**src/design/tal_pkg.sv**
```systemverilog
// Shared types and constants for the tile availability lookup unit.
`default_nettype none

package tal_pkg;

    localparam int COORD_BITS = 20;
    localparam int LEVEL_W    = 5;
    localparam int INDEX_W    = 61;
    localparam int LEN_W      = 13;

    localparam logic [LEVEL_W-1:0] LEVEL_MAX = 5'd20;

    localparam logic OP_LOAD  = 1'b0;
    localparam logic OP_QUERY = 1'b1;

    localparam logic SCHEME_QUAD = 1'b0;
    localparam logic SCHEME_OCT  = 1'b1;

    localparam logic [1:0] SEL_TILE    = 2'd0;
    localparam logic [1:0] SEL_CONTENT = 2'd1;
    localparam logic [1:0] SEL_CHILD   = 2'd2;

    localparam logic [1:0] MODE_STREAM = 2'd0;
    localparam logic [1:0] MODE_FALSE  = 2'd1;
    localparam logic [1:0] MODE_TRUE   = 2'd2;

    localparam logic [2:0] REG_SCHEME        = 3'd0;
    localparam logic [2:0] REG_TILE_MODE     = 3'd1;
    localparam logic [2:0] REG_CONTENT_MODE  = 3'd2;
    localparam logic [2:0] REG_CHILD_MODE    = 3'd3;
    localparam logic [2:0] REG_TILE_BYTES    = 3'd4;
    localparam logic [2:0] REG_CONTENT_BYTES = 3'd5;
    localparam logic [2:0] REG_CHILD_BYTES   = 3'd6;

    typedef enum logic [1:0] {
        ST_IDLE,
        ST_READ,
        ST_DONE
    } t_state;

    // Picks the constant value of a mode, or the stream bit in stream mode.
    // The unused code three reads as constant true.
    function automatic logic mode_bit(input logic [1:0] mode, input logic stream);
        logic res;
        case (mode)
            MODE_STREAM: res = stream;
            MODE_FALSE:  res = 1'b0;
            default:     res = 1'b1;
        endcase
        return res;
    endfunction

endpackage

`default_nettype wire

```
**src/design/tal_index_calc.sv**
```systemverilog
// Bit index of a tile: tiles on earlier levels plus the Morton code of its coordinates.
`default_nettype none

module tal_index_calc (
    input  wire logic                             i_scheme,
    input  wire logic [tal_pkg::LEVEL_W-1:0]      i_level,
    input  wire logic [tal_pkg::COORD_BITS-1:0]   i_coord_x,
    input  wire logic [tal_pkg::COORD_BITS-1:0]   i_coord_y,
    input  wire logic [tal_pkg::COORD_BITS-1:0]   i_coord_z,
    output logic      [tal_pkg::INDEX_W-1:0]      o_bit_index
);

    import tal_pkg::*;

    logic [LEVEL_W-1:0] lvl;
    logic [INDEX_W-1:0] tiles_above;
    logic [INDEX_W-1:0] morton;

    // The count of tiles on earlier levels is a repunit in base 4 or 8, so it is
    // one set bit per level below the queried one.
    always_comb begin
        lvl         = (i_level > LEVEL_MAX) ? LEVEL_MAX : i_level;
        tiles_above = '0;
        morton      = '0;
        for (int i = 0; i < COORD_BITS; i++) begin
            if (i_scheme == SCHEME_QUAD) begin
                tiles_above[2*i] = (LEVEL_W'(i) < lvl);
                morton[2*i]      = i_coord_x[i];
                morton[2*i+1]    = i_coord_y[i];
            end else begin
                tiles_above[3*i] = (LEVEL_W'(i) < lvl);
                morton[3*i]      = i_coord_x[i];
                morton[3*i+1]    = i_coord_y[i];
                morton[3*i+2]    = i_coord_z[i];
            end
        end
        o_bit_index = tiles_above + morton;
    end

endmodule

`default_nettype wire
```
**config.mk**
```make
export PLATFORM = sky130hd
export DESIGN_NAME = tal_index_calc
export DESIGN_NICKNAME = d
export VERILOG_FILES = /design/src/design/tal_pkg.sv /design/src/design/tal_index_calc.sv
export SDC_FILE = /design/constraint.sdc
export NUM_CORES = 1
export LEC_CHECK = 0
export ABC_CLOCK_PERIOD_IN_PS = 3500
export BUFFER_PORTS_ARGS = -buffer_cell sky130_fd_sc_hd__buf_2
export CORE_MARGIN = 4
export CORE_UTILIZATION = 49
export DETAILED_ROUTE_END_ITERATION = 6
export GPL_ROUTABILITY_DRIVEN = 0
export MAX_ROUTING_LAYER = met4
export PLACE_DENSITY_LB_ADDON = 0.08
export SYNTH_ARGS = -nofsm -noshare
export SYNTH_HDL_FRONTEND = slang
export SYNTH_SLANG_ARGS = --single-unit
```
**constraint.sdc**
```tcl
create_clock -name vclk -period 3.5
set_input_delay 0 -clock vclk [all_inputs]
set_output_delay 0 -clock vclk [all_outputs]
set_load 0.05 [all_outputs]
```
# Yosys cells after proc, flatten, opt, wreduce, memory -nomap -nowiden
# Cells that the tools add are included.
# Widths: inputs -> output; s select.
# word_totals
reg_bits,0
in_bits,66
output_inout_bits,61
elab_cells,82
# classes
n_addsub,1
order_cmp,21
mux,60
# op_table
operator,n
$add 58x60->61,1
$lt 4x5->1 const A,8
$mux 2,18
$mux 1,34
$mux 3,7
$lt 3x5->1 const A,4
$lt 5x5->1 const A,4
$lt 1x5->1 const A,2
$lt 2x5->1 const A,2
$gt 5x5->1 const B,1
$mux 5,1

# Logic depth before layout (Yosys ltp)
# depth
depth_word,5
mapped_depth,19
depth_no_buf,15

# Worst setup path before layout
# No wires, ideal clock.
# synth_path
kind,input -> output
startpoint,input i_scheme
endpoint,output o_bit_index[60] in the netlist's numbering
arrival_time_ns,4.731
t_required_ns,3.500
path_slack_ns,-1.231
path_stages,17
path_buffers,7
cell_sequence,buf_6 -> clkbuf_1 -> buf_2 -> buf_2 -> buf_1 -> buf_1 -> buf_1 -> a21oi_1 -> ha_1 -> nand3_1 -> nor4b_4 -> nand2_1 -> a211oi_2 -> nor3_2 -> o31ai_2 -> a221oi_1 -> nor3b_1
# synth_between
elab_chain_len,3
word_cells_on_any_way,60
classes_between,1 x add/sub; 59 x mux
# synth_rtl
item,line,rtl
"start, declared",tal_index_calc.sv:5,"input wire logic i_scheme,"
$mux 3,tal_index_calc.sv:26,if (i_scheme == SCHEME_QUAD) begin
$mux 2,tal_index_calc.sv:26,
$add 58x60->61 *,tal_index_calc.sv:37,o_bit_index = tiles_above + morton;
"end, declared",tal_index_calc.sv:10,output logic [tal_pkg::INDEX_W-1:0] o_bit_index
# Mark *: on every way between the ends. The rest lies on a longest branch, timed or not.

# Worst setup path in the final report
# layout_path
startpoint,input i_scheme
endpoint,output o_bit_index[56] in the netlist's numbering
# Same word-level chain as after synthesis.

==> Flow_metrics.wiki <==
{| class="wikitable"
! Metric !! Value
|-
| Class of the worst hold path || in -> out
|-
| Post-DP HPWL || 12000 um
|-
| Overall fraction of global-route tracks in use || 28.8%
|-
| Number of pins exceeding their max-slew limit in the final report || 0
|-
| Total grt overflow || 0
|-
| Count of maximum capacitance violations || 0
|-
| Fraction of the yosys area taken by sequential cells || 0%
|-
| Total die area || 0.00955 mm2
|-
| Port Buffers || 127
|-
| Via count || 5074
|-
| Chain of cells forming the critical path || buf_6 -> buf_6 -> mux2_2 -> ha_1 -> a21o_1 -> a21o_1 -> a221oi_1 -> o21ai_0 -> nor3_2 -> o31ai_4 -> and4b_1 -> a311o_1 -> buf_2
|-
| Hold path start || i_coord_x[0]
|-
| Maximum number of pins on one net before global-route repair || 28
|-
| Highest-utilization routing layer at the global route stage || met2
|-
| Number of failing hold endpoints at the final stage || 0
|-
| Fill cells || 756
|-
| Category of cells accounting for the largest share of critical-path delay || compound AO/OA/AOI/OAI gates
|-
| Register cell area after layout || 0 um2
|-
| Total design power || 1.40 mW
|-
| Average via count per standard cell || 6.33
|-
| Critical Path Start || i_scheme
|-
| Endpoint type of the worst setup path || primary output
|-
| Final period demand of the worst path || around 3.4 ns
|-
| Footprint of the multi-input gates || 0.00405 mm2
|-
| Endpoints failing setup || 0
|-
| Tightest Pin Transition || 0.897 ns
|-
| Ratio of cells with drive above 1 in the final layout || 34.0%
|-
| Sequential cell count || 0
|-
| Peak supply drop || 0.212 mV
|-
| Routed wire length per instance || 17.9 um
|-
| Sum of routed wire length over all layers || about 14000 um
|-
| Mapped cell area || 0.00394 mm2
|-
| Final Cycle Share || 96.8%
|-
| Combined buffer and inverter count along the critical path || 3
|-
| I/O pin count || 127
|-
| Cell area power density || 275 mW/mm2
|-
| Status || finished, final reports clean
|-
| Critical Path Start Type || primary input
|-
| Max FO, Critical Path || 27
|-
| Via count of the first global-routing pass || 4675
|-
| Die width || 97.7 um
|-
| Max transition margin || 38.7%
|-
| Yosys warning total || 0
|-
| Critical Path Max Stage Delay || ~0.39 ns
|-
| Worst setup path category || in -> out
|-
| Number of nets in the layout || 801
|-
| Routed Antenna Nets || 0
|-
| Core footprint || 0.00777 mm2
|-
| Met3 track demand over resource || 1.72%
|-
| F_max || 0.295 GHz
|-
| Clock Buffer Count || 0
|-
| Met1 usage in global routing || between 40% and 50%
|-
| RSZ-0062 raised after global routing || false
|-
| Average cell area after synthesis || 6.91 um2
|-
| Global routing met2 resource utilization || 45.9%
|-
| Number of nets in the synthesized netlist || 671
|-
| Inserted Diodes || 0
|-
| Data required time at the worst endpoint || 3.50 ns
|-
| Num rows || 32
|-
| Quantity of hold-fixing buffers added after cts || 0
|-
| Instance count after placement with tap cells included || 801
|-
| DRC viols || 0
|-
| Wire length of the first global-routing pass || 23000 um
|-
| Setup repair bufs after CTS || 0
|-
| Initial antenna violation count || 0
|-
| Critical path's slowest cell || sky130_fd_sc_hd__ha_1
|-
| Hold Worst Slack || 0.457 ns
|-
| Area growth from synthesis to final layout || 28.5%
|-
| Non-filler cells, final || 801
|-
| Die Y-Extent || around 100 um
|-
| Cell count after synthesis || 571
|-
| First drt pass iteration count || 5
|-
| Static Leakage || 2.30 nW
|-
| Drt initial violations || 414
|-
| CP arrival || around 3.4 ns
|-
| Starting utilization of the core area || roughly half
|-
| Number of distinct library cell variants in the gate-level netlist after synthesis || 77
|}
synthesized netlist by cell type (all sizes together), types with 3 or more instances:
master   number  share of area (%)
a2111oi       4                1.4
a211oi        5                1.1
a21boi        5               0.95
a21o         10                1.9
a21oi        44                5.7
a221oi        3               0.67
a22o          3               0.67
a22oi         4               0.76
a311o         3               0.76
a31o          3               0.67
a31oi        11                2.1
a41o          3               0.76
and2         18                2.9
and3         15                2.4
buf           9                1.1
clkbuf       16                1.5
ha           34                 11
inv          14                1.3
mux2         36                 11
mux2i         6                1.8
nand2        64                6.1
nand3        22                2.8
nand3b        3               0.57
nand4        18                2.9
nand4b        3               0.67
nor2         52                4.9
nor2b         3               0.48
nor3         16                2.6
nor3b         5               0.95
o2111ai       3               0.67
o211ai        6                1.4
o21a          5               0.95
o21ai        29                3.7
o21bai        7                1.3
o22ai         3               0.48
o31ai         9                2.0
or3           4               0.63
xnor2        31                6.9
xor2         18                4.0
routing by layer:
layer | share of wire, % | wire, um | vias to the layer above
li1 | - | - | 2423
met1 | 44 | 6250 | 2328
met2 | 46 | 6550 | 297
met3 | 8.8 | 1260 | 26
met4 | 1.7 | 250 | 0
met5 | 0 | 0 | -
layout make-up:
type                       count  share of cell area, %
multi-input combinational    532                   79.8
timing repair buffer         153                   16.6
tap                          102                   2.52
inverter                      14                   1.04
report_power, final:
part	internal [mW]	switching, mW	total [mW]
combinational	0.435	0.960	1.40
clock	0	0	0
sequential	0	0	0
per-stage QoR:
step                cell area, um2  setup WS [ns]  utilization [%]  setup TNS, ns
floorplan                     4240        0.00265                -              0
global placement              5030         0.0900             64.8              0
detailed placement            5030        -0.0124             64.8        -0.0124
CTS                           5040         0.0511             64.8              0
global route                  5070         0.0106             65.3              0
finish                        5070          0.112             65.3              0
cells in the final DEF, fill, tap and decap left out, types with 22 or more instances in the layout:
cell,count
sky130_fd_sc_hd__a21oi_1,39
sky130_fd_sc_hd__buf_2,125
sky130_fd_sc_hd__buf_4,25
sky130_fd_sc_hd__ha_1,31
sky130_fd_sc_hd__mux2_2,31
sky130_fd_sc_hd__nand2_1,64
sky130_fd_sc_hd__nand3_1,22
sky130_fd_sc_hd__nor2_1,50
sky130_fd_sc_hd__o21ai_0,27
sky130_fd_sc_hd__xnor2_1,23
timing repair:
| item | 4_1_cts | 5_1_grt |
|---|---|---|
| resized for setup | 1 | 9 |
| pin swaps | 0 | 1 |
| setup endpoints to repair | 2 | 11 |
| cloned | 0 | 0 |
worst paths after layout:
check,end,slack [ns],cells past startpoint
max,o_bit_index[56],0.11,13
min,o_bit_index[0],0.46,3
kinds of logic (layout without fill, tap and decap cells):
group                    after synthesis  in the layout  synth area share, %
multiplexers                          42             42                 12.5
AND/OR/NAND/NOR                      234            234                 30.4
buffers and inverters                 39            167                 4.00
AO/OA/AOI/OAI                        173            173                 31.4
adder cells (fa/ha/maj)               34             34                 10.8
XOR/XNOR                              49             49                 10.9
(Power assumes the default switching activity.)
